==> src/bmhq_pkg.sv <==
package bmhq_pkg;

   typedef enum logic [0:0] {
      KIND_PUSH = 1'b0,
      KIND_POP  = 1'b1
   } kind_type;

   typedef enum logic [1:0] {
      STATUS_OK    = 2'd0,
      STATUS_FULL  = 2'd1,
      STATUS_EMPTY = 2'd2
   } status_type;

   typedef enum logic [3:0] {
      ST_IDLE,
      ST_UP_READ,
      ST_UP_CMP,
      ST_POP_ROOT,
      ST_POP_LAST,
      ST_DN_LEFT,
      ST_DN_RIGHT,
      ST_DN_CMP,
      ST_DONE
   } state_type;

endpackage

==> src/bmhq_req_if.sv <==
interface bmhq_req_if;
   logic               valid;
   logic               ready;
   logic               kind;
   logic signed [31:0] value;

   modport source (output valid, output kind, output value, input ready);
   modport sink   (input valid, input kind, input value, output ready);
endinterface

==> src/bmhq_rsp_if.sv <==
interface bmhq_rsp_if;
   logic               valid;
   logic               ready;
   logic signed [31:0] popped_value;
   logic [1:0]         status;
   logic [4:0]         count;

   modport source (output valid, output popped_value, output status, output count,
                   input ready);
   modport sink   (input valid, input popped_value, input status, input count,
                   output ready);
endinterface

==> src/binary_min_heap_queue_top.sv <==
// Operation: a push climbs from the new last slot, reading the parent and comparing, while
//   strictly smaller; a pop reads the root, moves the last entry there and descends, reading
//   left then right child and comparing; at most log2(CAPACITY) levels. A push to a full heap
//   or a pop from an empty one goes straight to the result. A stalled result holds it back.
// Throughput: one operation at a time, next transfer in as the result is offered; the RAM
//   (one read, one write per cycle) sets the pace. Reset: sync, count/control; RAM kept.
module binary_min_heap_queue_top
   import bmhq_pkg::*;
#(
   parameter int CAPACITY  = 16,
   parameter int KEY_WIDTH = 32
) (
   input  logic       clock,
   input  logic       reset,
   bmhq_req_if.sink   req_chan,
   bmhq_rsp_if.source rsp_chan
);

   localparam int AW = $clog2(CAPACITY);       // RAM address width
   localparam int CW = $clog2(CAPACITY + 1);   // count width, holds CAPACITY
   localparam int XW = AW + 2;                 // child index width, no overflow

   // ---------------------------------------------------------------------
   // Heap RAM: one write and one registered read per cycle.
   // The sifting key is carried in key_ff and the hole is filled by moving
   // the neighbour across, so a level costs one write and one read per key
   // compared.
   // ---------------------------------------------------------------------
   logic signed [KEY_WIDTH-1:0] heap_mem [CAPACITY];
   logic signed [KEY_WIDTH-1:0] rd_data_ff;
   logic                        wr_en;
   logic [AW-1:0]               wr_addr;
   logic signed [KEY_WIDTH-1:0] wr_data;
   logic                        rd_en;
   logic [AW-1:0]               rd_addr;

   always_ff @(posedge clock) begin
      if (wr_en) begin
         heap_mem[wr_addr] <= wr_data;
      end
      if (rd_en) begin
         rd_data_ff <= heap_mem[rd_addr];
      end
   end

   // ---------------------------------------------------------------------
   // Control and datapath registers
   // ---------------------------------------------------------------------
   state_type                   state_ff, state_in;
   logic [CW-1:0]               count_ff, count_in;
   logic [AW-1:0]               pos_ff, pos_in;
   logic signed [KEY_WIDTH-1:0] key_ff, key_in;       // key being sifted
   logic signed [KEY_WIDTH-1:0] root_ff, root_in;     // popped key, zero otherwise
   logic signed [KEY_WIDTH-1:0] left_ff, left_in;     // left child during sift-down
   logic                        right_ok_ff, right_ok_in;
   status_type                  status_ff, status_in;

   logic                        rsp_valid_ff, rsp_valid_in;
   logic signed [31:0]          rsp_value_ff, rsp_value_in;
   logic [1:0]                  rsp_status_ff, rsp_status_in;
   logic [4:0]                  rsp_count_ff, rsp_count_in;

   always_ff @(posedge clock) begin
      if (reset) begin
         state_ff     <= ST_IDLE;
         count_ff     <= '0;
         rsp_valid_ff <= 1'b0;
      end else begin
         state_ff     <= state_in;
         count_ff     <= count_in;
         rsp_valid_ff <= rsp_valid_in;
      end
   end

   always_ff @(posedge clock) begin
      pos_ff        <= pos_in;
      key_ff        <= key_in;
      root_ff       <= root_in;
      left_ff       <= left_in;
      right_ok_ff   <= right_ok_in;
      status_ff     <= status_in;
      rsp_value_ff  <= rsp_value_in;
      rsp_status_ff <= rsp_status_in;
      rsp_count_ff  <= rsp_count_in;
   end

   // ---------------------------------------------------------------------
   // Shared conditions
   // ---------------------------------------------------------------------
   logic                        req_fire;
   logic                        heap_full, heap_empty;
   logic [KEY_WIDTH+31:0]       value_ext;
   logic signed [KEY_WIDTH-1:0] key_new;
   logic [AW-1:0]               parent_idx;
   logic                        up_less;
   logic [CW-1:0]               count_dec;
   logic [XW-1:0]               left_idx, right_idx, count_ext;
   logic                        dn_no_left;
   logic                        pick_right;
   logic signed [KEY_WIDTH-1:0] pick_val;
   logic [AW-1:0]               pick_idx;
   logic                        dn_less;
   logic                        rsp_free;
   logic [KEY_WIDTH+31:0]       root_ext;
   logic [CW+4:0]               count_wide;

   assign req_fire   = req_chan.valid && req_chan.ready;
   assign heap_full  = (count_ff == CW'(CAPACITY));
   assign heap_empty = (count_ff == '0);

   // key is the 32-bit field fitted to KEY_WIDTH: sign-extended or truncated
   assign value_ext = {{KEY_WIDTH{req_chan.value[31]}}, req_chan.value};
   assign key_new   = value_ext[KEY_WIDTH-1:0];

   // sift-up: parent of the hole, move on only while strictly smaller
   assign parent_idx = AW'((pos_ff - AW'(1)) >> 1);
   assign up_less    = (key_ff < rd_data_ff);

   assign count_dec = count_ff - CW'(1);

   // sift-down: children of the hole, only slots below the count count
   assign count_ext  = XW'(count_ff);
   assign left_idx   = {1'b0, pos_ff, 1'b1};
   assign right_idx  = left_idx + XW'(1);
   assign dn_no_left = (left_idx >= count_ext);
   // right wins only when strictly smaller; ties keep the left child
   assign pick_right = right_ok_ff && (rd_data_ff < left_ff);
   assign pick_val   = pick_right ? rd_data_ff : left_ff;
   assign pick_idx   = pick_right ? right_idx[AW-1:0] : left_idx[AW-1:0];
   assign dn_less    = (pick_val < key_ff);

   // output register may be loaded when empty or being drained this cycle
   assign rsp_free   = !rsp_valid_ff || rsp_chan.ready;

   assign root_ext   = {{32{root_ff[KEY_WIDTH-1]}}, root_ff};
   assign count_wide = {5'b0, count_ff};

   // ---------------------------------------------------------------------
   // Next state
   // ---------------------------------------------------------------------
   always_comb begin
      state_in = state_ff;
      case (state_ff)
         ST_IDLE: begin
            if (req_fire) begin
               if (req_chan.kind == KIND_PUSH) begin
                  state_in = heap_full ? ST_DONE : ST_UP_READ;
               end else begin
                  state_in = heap_empty ? ST_DONE : ST_POP_ROOT;
               end
            end
         end
         ST_UP_READ: begin
            state_in = (pos_ff == '0) ? ST_DONE : ST_UP_CMP;
         end
         ST_UP_CMP: begin
            state_in = up_less ? ST_UP_READ : ST_DONE;
         end
         ST_POP_ROOT: begin
            state_in = (count_dec == '0) ? ST_DONE : ST_POP_LAST;
         end
         ST_POP_LAST: begin
            state_in = ST_DN_LEFT;
         end
         ST_DN_LEFT: begin
            state_in = dn_no_left ? ST_DONE : ST_DN_RIGHT;
         end
         ST_DN_RIGHT: begin
            state_in = ST_DN_CMP;
         end
         ST_DN_CMP: begin
            state_in = dn_less ? ST_DN_LEFT : ST_DONE;
         end
         ST_DONE: begin
            if (rsp_free) begin
               state_in = ST_IDLE;
            end
         end
         default: begin
            state_in = ST_IDLE;
         end
      endcase
   end

   // ---------------------------------------------------------------------
   // Datapath and RAM control
   // ---------------------------------------------------------------------
   always_comb begin
      count_in      = count_ff;
      pos_in        = pos_ff;
      key_in        = key_ff;
      root_in       = root_ff;
      left_in       = left_ff;
      right_ok_in   = right_ok_ff;
      status_in     = status_ff;
      wr_en         = 1'b0;
      wr_addr       = pos_ff;
      wr_data       = key_ff;
      rd_en         = 1'b0;
      rd_addr       = '0;
      rsp_valid_in  = rsp_valid_ff && !rsp_chan.ready;
      rsp_value_in  = rsp_value_ff;
      rsp_status_in = rsp_status_ff;
      rsp_count_in  = rsp_count_ff;

      case (state_ff)
         ST_IDLE: begin
            if (req_fire) begin
               root_in   = '0;
               status_in = STATUS_OK;
               if (req_chan.kind == KIND_PUSH) begin
                  if (heap_full) begin
                     status_in = STATUS_FULL;
                  end else begin
                     key_in   = key_new;
                     pos_in   = count_ff[AW-1:0];
                     count_in = count_ff + CW'(1);
                  end
               end else begin
                  if (heap_empty) begin
                     status_in = STATUS_EMPTY;
                  end else begin
                     rd_en   = 1'b1;
                     rd_addr = '0;
                  end
               end
            end
         end
         ST_UP_READ: begin
            if (pos_ff == '0) begin
               wr_en = 1'b1;
            end else begin
               rd_en   = 1'b1;
               rd_addr = parent_idx;
            end
         end
         ST_UP_CMP: begin
            wr_en = 1'b1;
            if (up_less) begin
               wr_data = rd_data_ff;   // parent drops into the hole
               pos_in  = parent_idx;
            end
         end
         ST_POP_ROOT: begin
            root_in  = rd_data_ff;
            count_in = count_dec;
            if (count_dec != '0) begin
               rd_en   = 1'b1;
               rd_addr = count_dec[AW-1:0];   // last entry moves to the root
            end
         end
         ST_POP_LAST: begin
            key_in = rd_data_ff;
            pos_in = '0;
         end
         ST_DN_LEFT: begin
            if (dn_no_left) begin
               wr_en = 1'b1;
            end else begin
               rd_en   = 1'b1;
               rd_addr = left_idx[AW-1:0];
            end
         end
         ST_DN_RIGHT: begin
            left_in     = rd_data_ff;
            right_ok_in = (right_idx < count_ext);
            if (right_idx < count_ext) begin
               rd_en   = 1'b1;
               rd_addr = right_idx[AW-1:0];
            end
         end
         ST_DN_CMP: begin
            wr_en = 1'b1;
            if (dn_less) begin
               wr_data = pick_val;     // smaller child rises into the hole
               pos_in  = pick_idx;
            end
         end
         ST_DONE: begin
            if (rsp_free) begin
               rsp_valid_in  = 1'b1;
               rsp_value_in  = root_ext[31:0];
               rsp_status_in = status_ff;
               rsp_count_in  = count_wide[4:0];
            end
         end
         default: begin
         end
      endcase
   end

   // ---------------------------------------------------------------------
   // Ports
   // ---------------------------------------------------------------------
   assign req_chan.ready        = (state_ff == ST_IDLE);
   assign rsp_chan.valid        = rsp_valid_ff;
   assign rsp_chan.popped_value = rsp_value_ff;
   assign rsp_chan.status       = rsp_status_ff;
   assign rsp_chan.count        = rsp_count_ff;

endmodule

==> src/flat_wrapper.sv <==
// flat-port wrapper written by rule: the top's interface ports become plain ports
module binary_min_heap_queue_top_flat import bmhq_pkg::*;
#(
   parameter int CAPACITY  = 16,
   parameter int KEY_WIDTH = 32
)
  (clock, reset, req_chan_valid, req_chan_kind, req_chan_value, req_chan_ready, rsp_chan_valid, rsp_chan_popped_value, rsp_chan_status, rsp_chan_count, rsp_chan_ready);
  bmhq_req_if req_chan_i ();
  bmhq_rsp_if rsp_chan_i ();
  input  logic clock;
  input  logic reset;
  input wire logic [$bits(req_chan_i.valid)-1:0] req_chan_valid;
  input wire logic [$bits(req_chan_i.kind)-1:0] req_chan_kind;
  input wire logic [$bits(req_chan_i.value)-1:0] req_chan_value;
  output wire logic [$bits(req_chan_i.ready)-1:0] req_chan_ready;
  output wire logic [$bits(rsp_chan_i.valid)-1:0] rsp_chan_valid;
  output wire logic [$bits(rsp_chan_i.popped_value)-1:0] rsp_chan_popped_value;
  output wire logic [$bits(rsp_chan_i.status)-1:0] rsp_chan_status;
  output wire logic [$bits(rsp_chan_i.count)-1:0] rsp_chan_count;
  input wire logic [$bits(rsp_chan_i.ready)-1:0] rsp_chan_ready;
  assign req_chan_i.valid = req_chan_valid;
  assign req_chan_i.kind = req_chan_kind;
  assign req_chan_i.value = req_chan_value;
  assign req_chan_ready = req_chan_i.ready;
  assign rsp_chan_valid = rsp_chan_i.valid;
  assign rsp_chan_popped_value = rsp_chan_i.popped_value;
  assign rsp_chan_status = rsp_chan_i.status;
  assign rsp_chan_count = rsp_chan_i.count;
  assign rsp_chan_i.ready = rsp_chan_ready;
  binary_min_heap_queue_top #(.CAPACITY(CAPACITY), .KEY_WIDTH(KEY_WIDTH)) u_core (.clock(clock), .reset(reset), .req_chan(req_chan_i), .rsp_chan(rsp_chan_i));
endmodule
==> config.mk <==
export PLATFORM = sky130hd
export DESIGN_NAME = binary_min_heap_queue_top_flat
export DESIGN_NICKNAME = d
export VERILOG_FILES = /design/src/bmhq_pkg.sv /design/src/bmhq_req_if.sv /design/src/bmhq_rsp_if.sv /design/src/binary_min_heap_queue_top.sv /design/src/flat_wrapper.sv
export SDC_FILE = /design/constraint.sdc
export NUM_CORES = 1
export LEC_CHECK = 0
export BUFFER_PORTS_ARGS = -buffer_cell sky130_fd_sc_hd__buf_2
export CAP_MARGIN = 20
export CORE_UTILIZATION = 60
export CTS_CLUSTER_SIZE = 25
export DETAILED_ROUTE_END_ITERATION = 7
export HOLD_SLACK_MARGIN = 0.02
export MAX_ROUTING_LAYER = met4
export PLACE_DENSITY = 0.77
export SLEW_MARGIN = 20
export SYNTH_ARGS = -nofsm -noshare
export SYNTH_HDL_FRONTEND = slang
export SYNTH_SLANG_ARGS = --single-unit
==> constraint.sdc <==
create_clock -name clock -period 6.61 [get_ports clock]
set_input_delay 1.6525 -clock clock [delete_from_list [all_inputs] [get_ports clock]]
set_output_delay 1.6525 -clock clock [all_outputs]
set_load 0.005 [all_outputs]
==> flow_metrics.env <==
export IMPL_finalNonFillerCells=3179
export IMPL_antenna_left=0
export IMPL_nets=2608
export IMPL_max_stage_delay_ns=0.64
export IMPL_gp_congestion=1.00
export IMPL_die_w_microns=226
export IMPL_clkLatencyLatePin_ns=0.61
export IMPL_setup_violations=0
export IMPL_timing_hold_ws_ns=0.418
export IMPL_grt_setup_unrepaired="false"
export IMPL_clk_pin_slew_ns=0.07
export IMPL_worst_slew_pin_slew_ns=1.20
export IMPL_grt_total_usage_pct=32.8
export IMPL_synth_compound_area_share_pct=8.12
export IMPL_row_count=81
export IMPL_drcViolationCount=0
export IMPL_fp_dieH_microns=226
export IMPL_post_route_period_util_pct=94.6
export IMPL_cts_setup_buffers=0
export IMPL_leakagePower_nw=11.9
export IMPL_num_vias=20342
export IMPL_end_kind="flop"
export IMPL_synth_cell_types=61
export IMPL_stdcell_area_sq_mm=0.0336
export IMPL_syn_instance_count=2384
export IMPL_crit_path_start_kind="flop"
export IMPL_synth_top_family_by_area="simple AND/OR/NAND/NOR gates"
export IMPL_fmax_ghz=0.160
export IMPL_placed_cells=3052
export IMPL_synth_avg_cell_area_sq_um=12.7
export IMPL_grt_pass1_vias=19264
export IMPL_maxCapViolCount=0
export IMPL_placed_cell_area_sq_mm=0.0315
export IMPL_cts_made_buffers=69
export IMPL_cts_sinks=696
export IMPL_crit_fanout=32
export IMPL_criticalPathCategory="reg -> reg"
export IMPL_synth_area_leader_cell="edfxtp_1"
export IMPL_ys_top_cells_by_area="edfxtp_1, nor2_1, ha_1"
export IMPL_crit_buf_inv=1
export IMPL_synth_seq_area_share_pct=68.8
export IMPL_dp_worst_setup_slack_ns=0.579
export IMPL_cts_buffer_depth=3
export IMPL_synth_edf_count=686
export IMPL_wirelength_microns=80400
export IMPL_viasPerCell=6.40
export IMPL_grt_pass1_wl_microns=118000
export IMPL_cpMaxStageDelayCell="a221o_1"
export IMPL_antenna_found_initial=2
export IMPL_cts_hold_fix_buffers=0
export IMPL_crit_family="compound AO/OA/AOI/OAI gates"
export IMPL_first_pass_iters=6
export IMPL_synth_xor_area_share_pct=0.406
export IMPL_power_density_mw_per_mm2=363
export IMPL_root_buffer="clkbuf_16"
export IMPL_hold_viol_final=0
export IMPL_synth_area_sq_mm=0.0302
export IMPL_min_period_ns=6.25
export IMPL_synth_mux_area_share_pct=2.16
export IMPL_synth_adder_area_share_pct=4.55
export IMPL_hold_class="reg -> reg"
export IMPL_io_pins=78
export IMPL_p_total_mw=12.2
export IMPL_cts_tree="built"
export IMPL_grt_overflow_total=0
export IMPL_cp_arrival_ns=6.56
export IMPL_synth_top_area_share_pct=68.1
export IMPL_syn_nets=2531
export IMPL_async_flop_share_pct=0
export IMPL_skew_ns=0.0300
export IMPL_port_buffers=77
export IMPL_synthSimpleGateAreaFrac_pct=12.9
export IMPL_wl_per_cell_microns=25.3
export IMPL_setup_slack_ns=0.358
export IMPL_initial_core_util_pct=61.3
export IMPL_cts_max_level=3
export IMPL_outcome="finished, final reports clean"
export IMPL_crit_required_ns=6.92
export IMPL_slew_headroom_pct=20.0
export IMPL_core_area_sq_mm=0.0494
export IMPL_ys_warn_count=0
export IMPL_finalSetupTns_ns=0
export IMPL_crit_chain="ha_1, nand4_1, or4_1, a221oi_2, o41a_2, nor2_1, xor2_1, nor2_4, buf_4, mux2i_1, ha_1, a211oi_1, nor2b_1, o31a_1, or4_1, a41o_1, a21oi_2, a211o_4, a221o_1"
export IMPL_areaGrowthSynthToFinish_pct=11.3
export IMPL_drt_iter0_drc=2836
export IMPL_synthFlopType="edfxtp_1"
export IMPL_post_route_util_pct=68.2
export IMPL_ir_worst_vdd_v=0.000216
export IMPL_drive_gt1_share_pct=10.4
export IMPL_slew_violations=0
export IMPL_dpl_hpwl_microns=47300
export IMPL_cts_repair_resized=0
export IMPL_die_area_sq_mm=0.0513
export IMPL_grt_max_degree=159
export IMPL_synth_seq_cells=696
layer usage:
layer / GRT usage [%] / routed length, microns / vias to the layer above / part of all wire [%]
li1: - / - / 8900 / -
met1: 43.4 / 31000 / 9949 / 39
met2: 49.1 / 36600 / 1290 / 46
met3: 6.78 / 9300 / 203 / 12
met4: 14.6 / 3510 / 0 / 4.4
met5: - / 0 / - / 0
flip-flops by register name, indices dropped and copies added, names as in the netlist, 4 cells and up:
register / flops
u_core.root_ff: 32
u_core.rsp_chan.popped_value: 32
u_core.pos_ff: 4
u_core.rsp_chan.count: 5
u_core.rd_data_ff: 32
u_core.count_ff: 5
u_core.state_ff: 4
u_core.left_ff: 32
u_core.key_ff: 32
u_core.heap_mem: 512
Yosys cell counts, types with 5 or more instances:
master / instances
xnor2_1: 11
and2b_1: 6
o21ai_0: 120
a21oi_1: 32
nor3_1: 15
inv_1: 108
a221oi_1: 34
a221o_1: 34
and2_1: 6
o211ai_1: 34
clkbuf_1: 68
ha_1: 110
nor2_1: 371
a31oi_1: 6
o21a_1: 8
nand3_1: 114
mux2i_1: 63
dfxtp_1: 10
nor2b_1: 32
nand2b_1: 10
nand4_1: 17
edfxtp_1: 686
buf_2: 34
a32oi_1: 32
buf_1: 10
o22ai_1: 5
nand2_1: 325
a211oi_1: 12
path summary, 6_finish.rpt:
check                                           start                   endpoint  slack, ns  cells past startpoint
worst max-delay path            u_core.rd_data_ff[13]    u_core.heap_mem[11][26]       0.36                     19
worst min-delay path              u_core.status_ff[0]  u_core.rsp_chan.status[0]       0.42                      0
worst max register to register  u_core.rd_data_ff[13]    u_core.heap_mem[11][26]       0.36                     19
worst min register to register    u_core.status_ff[0]  u_core.rsp_chan.status[0]       0.42                      0
area by class of cell:
cell class | count | area (sq um)
sequential | 696 | 20800
fill | 3301 | 15700
multi-input combinational | 1460 | 8700
clock buffer | 81 | 1810
tap | 664 | 831
timing repair buffer | 125 | 811
inverter | 109 | 409
clock inverter | 42 | 277
antenna | 2 | 5.00
cell usage in the layout, fill, tap and decap left out, types with 6 or more instances in the layout:
cell type | Yosys | layout
nor3_1 | 15 | 8
buf_2 | 34 | 77
clkbuf_1 | 68 | 10
a31oi_1 | 6 | 6
and2_1 | 6 | 6
a221o_1 | 34 | 33
a32oi_1 | 32 | 32
clkbuf_16 | 0 | 71
buf_4 | 4 | 43
ha_1 | 110 | 110
dfxtp_1 | 10 | 10
a221oi_1 | 34 | 34
edfxtp_1 | 686 | 686
a21oi_1 | 32 | 31
nor2_1 | 371 | 357
o211ai_1 | 34 | 34
nand4_1 | 17 | 17
and2b_1 | 6 | 6
clkinv_2 | 0 | 13
inv_1 | 108 | 108
o21ai_0 | 120 | 120
nor2_4 | 1 | 14
nand2b_1 | 10 | 9
nor2b_1 | 32 | 31
mux2i_1 | 63 | 63
nand2_1 | 325 | 325
a211oi_1 | 12 | 12
nor3_2 | 0 | 6
nand3_1 | 114 | 114
clkinv_1 | 1 | 16
o21a_1 | 8 | 8
xnor2_1 | 11 | 11
power breakdown:
group          internal [mW]  leakage, nW  switching, mW
Combinational          0.847         4.56           1.88
Clock                   2.02         1.02           1.64
Sequential              5.55         6.32          0.270
cells by family (layout without fill, tap and decap cells):
family,after synthesis,count (layout)
xor gates and xnor gates,14,14
DFF,696,696
buffers and inverters,228,357
muxes,65,65
adders and majority gates,110,110
AOI/OAI and AO/OA,350,350
other,0,2
and+or+nand+nor,921,921
Note: power is estimated with default switching activity, not from simulation.
